$ cat config.mk
export PLATFORM = sky130hd
export DESIGN_NAME = szr_ram
export DESIGN_NICKNAME = d
export VERILOG_FILES = /design/src/rtl/szr_ram.sv
export SDC_FILE = /design/constraint.sdc
export NUM_CORES = 1
export LEC_CHECK = 0
export ABC_AREA = 1
export ABC_CLOCK_PERIOD_IN_PS = 1400
export BUFFER_PORTS_ARGS = -buffer_cell sky130_fd_sc_hd__buf_2
export CAP_MARGIN = 20
export CORE_ASPECT_RATIO = 0.5
export CORE_MARGIN = 2
export CORE_UTILIZATION = 60
export CTS_CLUSTER_SIZE = 14
export DETAILED_ROUTE_END_ITERATION = 7
export GPL_TIMING_DRIVEN = 0
export PLACE_DENSITY = 0.76
export SYNTH_ARGS = -nofsm -noshare
export SYNTH_HDL_FRONTEND = slang
export SYNTH_SLANG_ARGS = --single-unit
$ cat constraint.sdc
create_clock -name clk -period 1.4 [get_ports clk]
set_clock_uncertainty 0.1 [all_clocks]
set_input_delay 0.14 -clock clk [delete_from_list [all_inputs] [get_ports clk]]
set_output_delay 0.14 -clock clk [all_outputs]
set_load 0.01 [all_outputs]
$ cat src/rtl/szr_ram.sv
// ----------------------------------------------------------------------------
// szr_ram
// generic single-write, single-read ram with registered read data
// ----------------------------------------------------------------------------
module szr_ram #(
	parameter int WIDTH = 8,
	parameter int DEPTH = 16,
	localparam int AW = (DEPTH > 1) ? $clog2(DEPTH) : 1
) (
	input  logic             clk,
	input  logic             we,
	input  logic [AW-1:0]    waddr,
	input  logic [WIDTH-1:0] wdata,
	input  logic             re,
	input  logic [AW-1:0]    raddr,
	output logic [WIDTH-1:0] rdata
);

	logic [WIDTH-1:0] mem_q [DEPTH];

	always_ff @(posedge clk) begin
		if (we) begin
			mem_q[waddr] <= wdata;
		end
		if (re) begin
			rdata <= mem_q[raddr];
		end
	end

endmodule

==> flow_metrics.tcl <==
set metrics [dict create \
    status "completed" \
    rows 25 \
    rsz0062_at_grt "false" \
    critical_path.max_fanout 8 \
    maxCapViolations 0 \
    drtPass1Iterations 6 \
    syn_area_um2 5850 \
    cpMaxStageDelayCell "nor2_1" \
    cts_resized 0 \
    rr_startpoint "mem_q[1][1]$_DFFE_PP_" \
    hold_violations 0 \
    finalNonFillerCells 743 \
    worstMarginPinSlew_ns 1.06 \
    grt_overflow 0 \
    vdd_ir_drop_max_mv 1.03 \
    min-delay-start "wdata[3]" \
    timing.final.ws_setup_ns 0.0226 \
    place_ws_ns -0.340 \
    finalCriticalPeriod_ns 1.38 \
    path_class "in2reg" \
    fillers 640 \
    min_to "mem_q[11][3]$_DFFE_PP_" \
    cts_tree "yes" \
    crit_family "simple AND/OR/NAND/NOR gates" \
    min_period_over_period_pct 98.4 \
    postPlaceCellArea_um2 6130 \
    finalInstanceArea_um2 6800 \
    postRouteWirelength_mm 14.1 \
    synth_nets 570 \
    ctsLongestPathBuffers 2 \
    path_buf_inv 1 \
    port_buffers 23 \
    core_area_um2 9450 \
    crit_required_ns 1.33 \
    drc 0 \
    startpoint_type "input pin" \
    gp_congestion 0.889 \
    path_clk_slew_ns 0.06 \
    dp_cells 709 \
    grt_pass1_vias 3947 \
    ys_seq_area_share_pct 69.8 \
    area_delta_synth_final_pct 16.3 \
    grt_first_pass_wirelength_mm 21.5 \
    crit_path_max_incr_delay_ns 0.83 \
    vias 4106 \
    cts-root-buf "clkbuf_16" \
    cts_buffers 17 \
    cp.arrival_ns 1.31 \
    grt_max_degree 17 \
    first_iter_violations 549 \
    dp_hpwl_mm 9.03 \
    critPathCaptureType "flip-flop" \
    drive_above_1_share_pct 12.5 \
    grt_usage_pct 29.3 \
    max_freq_mhz 726 \
    die_w_um 144 \
    htreeDepth 4 \
    clk_latency_ns 0.42 \
    dieArea_um2 10600 \
    p_per_area_nw_per_um2 1500 \
    yosys_register_bits 136 \
    syn_avg_cell_area_um2 10.6 \
    rrSetupSlack_ns 0.09 \
    syn-instance-count 551 \
    synth_cell_type_count 11 \
    start_util_pct 61.9 \
    antenna_found_initial 1 \
    cp_cell_sequence "buf_2 -> nand3b_1 -> nor2_1" \
    slew_viol_final 0 \
    die_h_um 73.8 \
    ios 27 \
    layout.nets 613 \
    r2r-end "rdata[1]$_DFFE_PP_" \
    setup_viol 0 \
    ys_warn_count 0 \
    wire_per_inst_um 19.0 \
    leakage_nw 2.94 \
    reg2reg_depth 6 \
    ant_nets 0 \
    clock_sinks 136 \
    slew_headroom_pct 28.9 \
    min_path_cells 1 \
    hp-class "in2reg" \
    drt-vias-per-instance 5.53 \
]
==> worst register-to-register path: cells and delay by family (launching register included) <==
family | cells | cell delay, ns
AND/OR/NAND/NOR | 5 | 0.51
flip-flops | 1 | 0.38
buffers and inverters | 1 | 0.07
==> stage by stage <==
stage	utilization (%)	TNS (ns)	total power (W)	hold WS (ns)
after floorplan	-	0	0.00502	0.139
after global placement	64.9	-25.41	0.00526	0.377
after detailed placement	64.9	-28.15	0.00528	0.396
after CTS	72.0	0	0.0102	0.0203
after global routing	72.0	0	0.0104	0.0326
final	72.0	0	0.0102	0.0349
==> registers in the layout, indices dropped and copies added (netlist names) <==
name   count
mem_q    128
rdata      8
==> cells by family (layout without fill, tap and decap cells) <==
logic type / after synthesis / in the layout / synth area share, %
buffers and inverters: 126 / 182 / 9.39
flip-flops: 136 / 136 / 69.8
other: 0 / 1 / 0
AND/OR/NAND/NOR: 289 / 289 / 20.8
==> where the power goes <==
group	internal (W)	switching [W]	total [W]
Combinational	0.000173	0.000433	0.000606
Clock	0.00332	0.00166	0.00498
Sequential	0.00459	0.0000217	0.00461
Total	0.00808	0.00211	0.0102
==> cell usage after synthesis (all sizes together) <==
master / instances / area share [%]
nand3b: 2 / 0.26
inv: 102 / 6.5
nor2: 17 / 1.1
nand2: 173 / 11
nand3: 97 / 8.3
edfxtp: 136 / 70
buf: 24 / 2.8
==> what timing repair did <==
action                                 in CTS  in global routing
setup buffers                               0                  0
endpoints found under the hold margin       8                  0
hold buffers                                1                  0
==> worst max-delay path by stage <==
stage                             end  depth (start not counted)      from  slack [ns]
6_report        mem_q[5][5]$_DFFE_PP_                          3  waddr[3]        0.02
5_1_grt         mem_q[5][7]$_DFFE_PP_                          3  waddr[3]        0.02
4_1_cts         mem_q[7][2]$_DFFE_PP_                          3  waddr[3]        0.08
3_5_place_dp    mem_q[7][0]$_DFFE_PP_                          3  waddr[3]       -0.34
3_3_place_gp   mem_q[13][4]$_DFFE_PP_                          4  waddr[1]       -0.30
2_1_floorplan  mem_q[10][0]$_DFFE_PP_                          2  waddr[2]        0.21
==> layer usage <==
layer | vias up | global-route usage (%) | part of all wire (%)
li1 | 1872 | - | -
met2 | 251 | 45.9 | 46
met4 | 0 | 13.9 | 3.8
met1 | 1926 | 39.0 | 39
met5 | - | 0 | 0
met3 | 57 | 7.82 | 12
==> layout by cell type, fill, tap and decap left out, drive strengths merged <==
cell type,n
buf,47
bufinv,6
clkbuf,18
clkinv,6
clkinvlp,2
diode,1
dlygate4sd3,1
edfxtp,136
inv,102
nand2,173
nand3,97
nand3b,2
nor2,17
==> cell type report <==
cell class / instances / area (um2) / area share, %
timing repair buffer: 24 / 125 / 1.84
tap: 135 / 169 / 2.48
sequential: 136 / 4080 / 60.0
clock buffer: 18 / 429 / 6.31
clock inverter: 14 / 229 / 3.37
antenna: 1 / 2.50 / 0.0368
inverter: 102 / 383 / 5.63
buffer: 24 / 166 / 2.45
multi-input combinational: 289 / 1210 / 17.8
Note: power is estimated with default switching activity, not from simulation.
