--- src/rtl/szr_pkg.sv ---
// ----------------------------------------------------------------------------
// szr_pkg
// types and codes shared by the sampler zone resolver modules
// ----------------------------------------------------------------------------
package szr_pkg;

	typedef enum logic [1:0] {
		FN_WR_ZONE     = 2'd0,
		FN_WR_INST_RDY = 2'd1,
		FN_WR_INST_OFF = 2'd2,
		FN_RESOLVE     = 2'd3
	} func_t;

	typedef struct packed {
		func_t      func;
		logic [7:0] index;
		logic [6:0] note;
		logic [6:0] velocity;
		logic [6:0] key_low;
		logic [6:0] key_high;
		logic [6:0] vel_min;
		logic [6:0] vel_max;
		logic [6:0] zone_root;
		logic [7:0] zone_sample;
		logic [7:0] first_zone;
		logic [7:0] zone_total;
	} req_beat_t;

	typedef struct packed {
		logic              found;
		logic [7:0]        zone_id;
		logic [7:0]        sample_id;
		logic [6:0]        root_out;
		logic signed [7:0] pitch_offset;
		logic [6:0]        layer_vel_low;
		logic [6:0]        layer_vel_high;
		logic [7:0]        layer_cnt;
		logic              single_layer;
	} rsp_beat_t;

	typedef struct packed {
		logic [6:0] key_low;
		logic [6:0] key_high;
		logic [6:0] vel_min;
		logic [6:0] vel_max;
		logic [6:0] root;
		logic [7:0] sample;
	} zone_ent_t;

	typedef struct packed {
		logic [7:0] first;
		logic [7:0] total;
		logic       ready;
	} inst_ent_t;

	typedef struct packed {
		logic       cov;
		logic       vel_ok;
		logic       root_eq;
		logic [6:0] root_dist;
	} zone_eval_t;

	typedef enum logic [2:0] {
		ST_IDLE,
		ST_INST_RD,
		ST_SCAN1,
		ST_SCAN2,
		ST_DONE
	} state_t;

	localparam logic [7:0] CNT_MAX = 8'hff;

endpackage

--- src/rtl/szr_zone_eval.sv ---
// ----------------------------------------------------------------------------
// szr_zone_eval
// key cover, velocity cover, root distance and root match for one zone
// ----------------------------------------------------------------------------
module szr_zone_eval (
	input  szr_pkg::zone_ent_t  zone,
	input  logic [6:0]          note,
	input  logic [6:0]          velocity,
	input  logic [6:0]          sel_root,
	output szr_pkg::zone_eval_t ev
);

	import szr_pkg::*;

	always_comb begin
		ev.cov       = (note >= zone.key_low) && (note <= zone.key_high);
		ev.vel_ok    = (velocity >= zone.vel_min) && (velocity <= zone.vel_max);
		ev.root_eq   = (zone.root == sel_root);
		ev.root_dist = (zone.root > note) ? (zone.root - note) : (note - zone.root);
	end

endmodule

--- config.mk ---
export PLATFORM = sky130hd
export DESIGN_NAME = szr_zone_eval
export DESIGN_NICKNAME = d
export VERILOG_FILES = /design/src/rtl/szr_pkg.sv /design/src/rtl/szr_zone_eval.sv
export SDC_FILE = /design/constraint.sdc
export NUM_CORES = 1
export LEC_CHECK = 0
export BUFFER_PORTS_ARGS = -buffer_cell sky130_fd_sc_hd__buf_2
export CELL_PAD_IN_SITES_DETAIL_PLACEMENT = 1
export CELL_PAD_IN_SITES_GLOBAL_PLACEMENT = 2
export CORE_UTILIZATION = 26
export DETAILED_ROUTE_END_ITERATION = 16
export GPL_TIMING_DRIVEN = 1
export PLACE_DENSITY_LB_ADDON = 0.2
export SLEW_MARGIN = 20
export SYNTH_ARGS = -nofsm -noshare
export SYNTH_HDL_FRONTEND = slang
export SYNTH_SLANG_ARGS = --single-unit
--- constraint.sdc ---
create_clock -name vclk -period 3.45
set_clock_uncertainty 0.2 [all_clocks]
set_input_delay 0.5175 -clock vclk [all_inputs]
set_output_delay 0.5175 -clock vclk [all_outputs]
set_load 0.1 [all_outputs]
==> impl_metrics.csv, run 1 <==
group,metric,value,unit
route,wl,3320,um
clock_tree,postCtsSetupBuffers,0,
floorplanning,die_w,72.4,um
route,firstDrtPassIters,3,
route,postRouteAntennaNets,0,
floorplanning,ios,74,
worst_setup_path,crit_chain,"buf_2 -> inv_1 -> ha_1 -> nand3_1 -> o21bai_4 -> a31oi_4 -> mux2i_1 -> xor2_2 -> buf_12",
pwr,finalPower,0.503,mW
route,drt-vias-per-instance,4.42,
clock_tree,hold_buffers,0,
global_route,track_usage,0.133,
global_route,overflow,0,
pwr,netSwitchingFraction,0.625,
finish,drive_gt1_frac,0.338,
worst_setup_path,start_kind,"input port",
worst_setup_path,crit_type,"input port to output port",
place,dpl_cell_area,1850,um2
pwr,clkPwrFrac,0,
floorplanning,core_area,4750,um2
floorplanning,die_y,72.4,um
route,detail_route.wl_per_cell,11.0,um
global_route,grt_pass1_vias,1382,
timing,fmax,309,MHz
pwr,p_leak,1.07,nW
logic_synthesis,syn-mean-instance-area,7.76,um2
timing,slew_viol_final,0,
worst_setup_path,max_stage_delay,0.40,ns
timing,grt_setup_unrepaired,"no",
floorplanning,core.rowCount,25,
finish,area_growth,43.9,%
logic_synthesis,yosysSeqAreaShare,0,
pwr,switchingPower,0.315,mW
pwr,p_seq_frac,0,
place,place.gp.congestion,0.780,
finish,utilization,0.390,
logic_synthesis,ys_types,30,
pwr,p_int,0.189,mW
worst_setup_path,cp.arrival,2.52,ns
route,initialDrtViolationCount,19,
timing,slew_headroom,0.674,
worst_setup_path,crit_family,"compound AO/OA/AOI/OAI gates",
logic_synthesis,syn_inst,166,
logic_synthesis,syn_nets,273,
worst_setup_path,cp_max_fo,6,
timing,hold_viol,0,
place,dp_hpwl,3140,um
pwr,combPwrFrac,1.000,
clock_tree,post_cts_resized,0,
finish,seq_cells,0,
floorplanning,start_util,0.271,
finish,mostFrequentLayoutCell,"buf_2",
timing,finalCritPeriodShare,0.938,
timing,period_needed,3.24,ns
timing,setup_viol_count_final,0,
global_route,grt_pass1_wl,5760,um
worst_setup_path,cp_num_buf_inv,3,
finish,fin_nets,343,
finish,most-common-layout-cells,"buf_2, ha_1, inv_1, a21oi_1, o21ai_0",
logic_synthesis,yosysWarningCount,0,
flow_run,drv_cap,0,
finish,antenna_cells,0,
finish,nClkBuffers,0,
logic_synthesis,synth_largest_area_cell,"ha_1",
route,drc,0,
place,port_buffers,66,
logic_synthesis,netlist.area_leader.share,0.398,
logic_synthesis,ys_top_cells_by_area,"ha_1, inv_1, xnor2_1",
route,via_count,1329,
worst_setup_path,crit_path_end_kind,"output port",
hold_path,hold_class,"input port to output port",
worst_setup_path,slowest_stage,"ha_1",
pwr,ir_drop,219,uV
status,status,"complete, no violations",
global_route,antenna_found_initial,0,
finish,final-seq-area,0,um2
worst_setup_path,cp.required,2.73,ns
floorplanning,die-area,5240,um2
global_route,grt_max_degree,7,
logic_synthesis,syn_area,1290,um2
pwr,p_per_area,271,nW/um2
finish,finalInstanceArea,1850,um2
timing,worst_pin_slew,0.493,ns
timing,tns,0,ns
## Yosys cell counts (all sizes together) (2+ instances only)
library cell	count
ha	41
inv	39
a21oi	10
o21ai	9
a21o	7
xnor2	6
xor2	6
mux2i	5
nor2	5
nand2b	4
nand4	4
a221oi	3
nand3	3
nor2b	3
o21a	3
a211oi	2
a31oi	2
fa	2
nand2	2
nand3b	2
o21bai	2
## power groups by stage
| stage | logic [mW] | registers [mW] | clock network, mW |
|---|---|---|---|
| 5_1_grt | 0.540 | 0 | 0 |
| 3_3_place_gp | 0.506 | 0 | 0 |
| 4_1_cts | 0.510 | 0 | 0 |
| 6_report | 0.503 | 0 | 0 |
| 3_5_place_dp | 0.508 | 0 | 0 |
| 2_1_floorplan | 0.336 | 0 | 0 |
## metrics by stage
step	cells	hold WS (ns)	worst slack (ns)
after floorplan	166	1.14	-0.524
after global placement	301	1.41	0.177
after detailed placement	301	1.43	0.192
after CTS	301	1.43	0.184
after global routing	301	1.44	0.0892
final	301	1.42	0.214
## worst paths after layout
kind	start	endpoint	slack, ns	depth (start not counted)
setup / recovery	zone[11]	ev[2]	0.21	9
hold / removal	note[0]	ev[0]	1.42	4
## kinds of logic (layout without fill, tap and decap cells)
| group | count (synthesis) | after routing | synth area share |
|---|---|---|---|
| adder cells (fa/ha/maj) | 43 | 43 | 0.429 |
| AO/OA/AOI/OAI | 41 | 41 | 0.225 |
| buffers and inverters | 39 | 107 | 0.114 |
| AND/OR/NAND/NOR | 26 | 26 | 0.112 |
| XOR/XNOR | 12 | 12 | 0.0816 |
| multiplexers | 5 | 5 | 0.0388 |
## cell type report
| type | instances | area (um2) |
|---|---|---|
| timing repair buffer | 68 | 435 |
| inverter | 39 | 146 |
| tap | 67 | 83.8 |
| fill | 624 | 2900 |
| multi-input combinational | 127 | 1190 |
## layer usage
layer,track usage,vias to the layer above,routed length (um)
met5,0,-,0
met4,0,0,0
met3,0.00139,0,97
met2,0.262,29,1630
met1,0.169,592,1590
li1,-,708,-
Power figures use the tool's default switching activity.
==> run 2, diff against run 1 <==
Settings changed: CELL_PAD_IN_SITES_DETAIL_PLACEMENT 1 to 0, CELL_PAD_IN_SITES_GLOBAL_PLACEMENT 2 to 1, CORE_ASPECT_RATIO from default to 2, CORE_UTILIZATION 26 to 30.
==> impl_metrics.csv, run 2 (synthesis results as in run 1) <==
group,metric,value,unit
pwr,combPwrFrac,1.000,
pwr,netSwitchingFraction,0.625,
hold_path,hold_class,"input port to output port",
pwr,p_leak,1.07,nW
worst_setup_path,start_kind,"input port",
global_route,grt_pass1_wl,5490,um
finish,nClkBuffers,0,
timing,hold_viol,0,
route,drc,0,
route,detail_route.wl_per_cell,11.4,um
pwr,finalPower,0.502,mW
route,initialDrtViolationCount,2,
worst_setup_path,crit_path_end_kind,"output port",
place,place.gp.congestion,0.731,
floorplanning,die-area,4580,um2
clock_tree,hold_buffers,0,
pwr,clkPwrFrac,0,
global_route,grt_max_degree,7,
pwr,switchingPower,0.314,mW
route,via_count,1366,
floorplanning,die_y,94.7,um
place,dp_hpwl,3150,um
clock_tree,post_cts_resized,0,
finish,antenna_cells,0,
floorplanning,core_area,4090,um2
worst_setup_path,crit_type,"input port to output port",
place,port_buffers,66,
worst_setup_path,cp_max_fo,5,
route,firstDrtPassIters,3,
timing,worst_pin_slew,0.483,ns
route,wl,3250,um
pwr,ir_drop,158,uV
global_route,grt_pass1_vias,1410,
timing,period_needed,3.20,ns
floorplanning,start_util,0.315,
timing,slew_headroom,0.680,
timing,finalCritPeriodShare,0.929,
floorplanning,ios,74,
global_route,overflow,0,
pwr,p_per_area,273,nW/um2
status,status,"complete, no violations",
timing,fmax,312,MHz
route,drt-vias-per-instance,4.78,
flow_run,drv_cap,0,
timing,hold_ws,1.42,ns
finish,final-seq-area,0,um2
finish,drive_gt1_frac,0.338,
worst_setup_path,cp.required,2.73,ns
finish,fin_nets,343,
finish,area_growth,42.4,%
floorplanning,die_w,48.3,um
pwr,p_int,0.188,mW
finish,seq_cells,0,
floorplanning,core.rowCount,33,
timing,grt_setup_unrepaired,"no",
global_route,antenna_found_initial,0,
global_route,track_usage,0.150,
timing,setup_viol_count_final,0,
clock_tree,postCtsSetupBuffers,0,
timing,slew_viol_final,0,
route,postRouteAntennaNets,0,
pwr,p_seq_frac,0,
finish,mostFrequentLayoutCell,"buf_2",
finish,most-common-layout-cells,"buf_2, ha_1, inv_1, a21oi_1, o21ai_0",
worst_setup_path,cp.arrival,2.49,ns
run 2: cell counts in the layout (fill, tap and decap cells not counted):
Identical to the previous run, type by type.
run 2: power by group through the flow:
stage	sequential, mW	clock (mW)	combinational (mW)
2_1_floorplan	0	0	0.336
3_3_place_gp	0	0	0.508
3_5_place_dp	0	0	0.510
4_1_cts	0	0	0.510
5_1_grt	0	0	0.540
6_report	0	0	0.502
run 2: final cells by class:
cell class	instances	area, um2
fill	454	2250
tap	52	65.1
multi-input combinational	127	1190
inverter	39	146
timing repair buffer	68	435
run 2: critical path, stage by stage:
cell	delay [ns]
buf_2	0.13
inv_1	0.08
ha_1	0.34
nor2b_1	0.28
o21bai_4	0.10
a31oi_4	0.30
mux2i_1	0.33
xor2_2	0.21
buf_12	0.20
run 2: stage by stage:
| stage | setup WS (ns) | instances | TNS [ns] | util | area (um2) |
|---|---|---|---|---|---|
| 2_1_floorplan | -0.524 | 166 | -0.943 | - | 1340 |
| 3_3_place_gp | 0.171 | 286 | 0 | 0.449 | 1840 |
| 3_5_place_dp | 0.192 | 286 | 0 | 0.449 | 1840 |
| 4_1_cts | 0.190 | 286 | 0 | 0.449 | 1840 |
| 5_1_grt | 0.0612 | 286 | 0 | 0.449 | 1840 |
| 6_report | 0.247 | 286 | 0 | 0.449 | 1840 |
run 2: final timing paths:
path,startpoint,end,slack (ns),depth (start not counted)
setup / recovery,zone[9],ev[6],0.25,9
hold / removal,zone[9],ev[1],1.42,4
run 2: per-layer routing:
layer | GRT usage | routed length, um | vias to the layer above
met5 | 0 | 0 | -
met4 | 0.0221 | 56 | 0
met3 | 0.00322 | 143 | 2
met2 | 0.374 | 2090 | 49
met1 | 0.116 | 961 | 606
li1 | - | - | 709
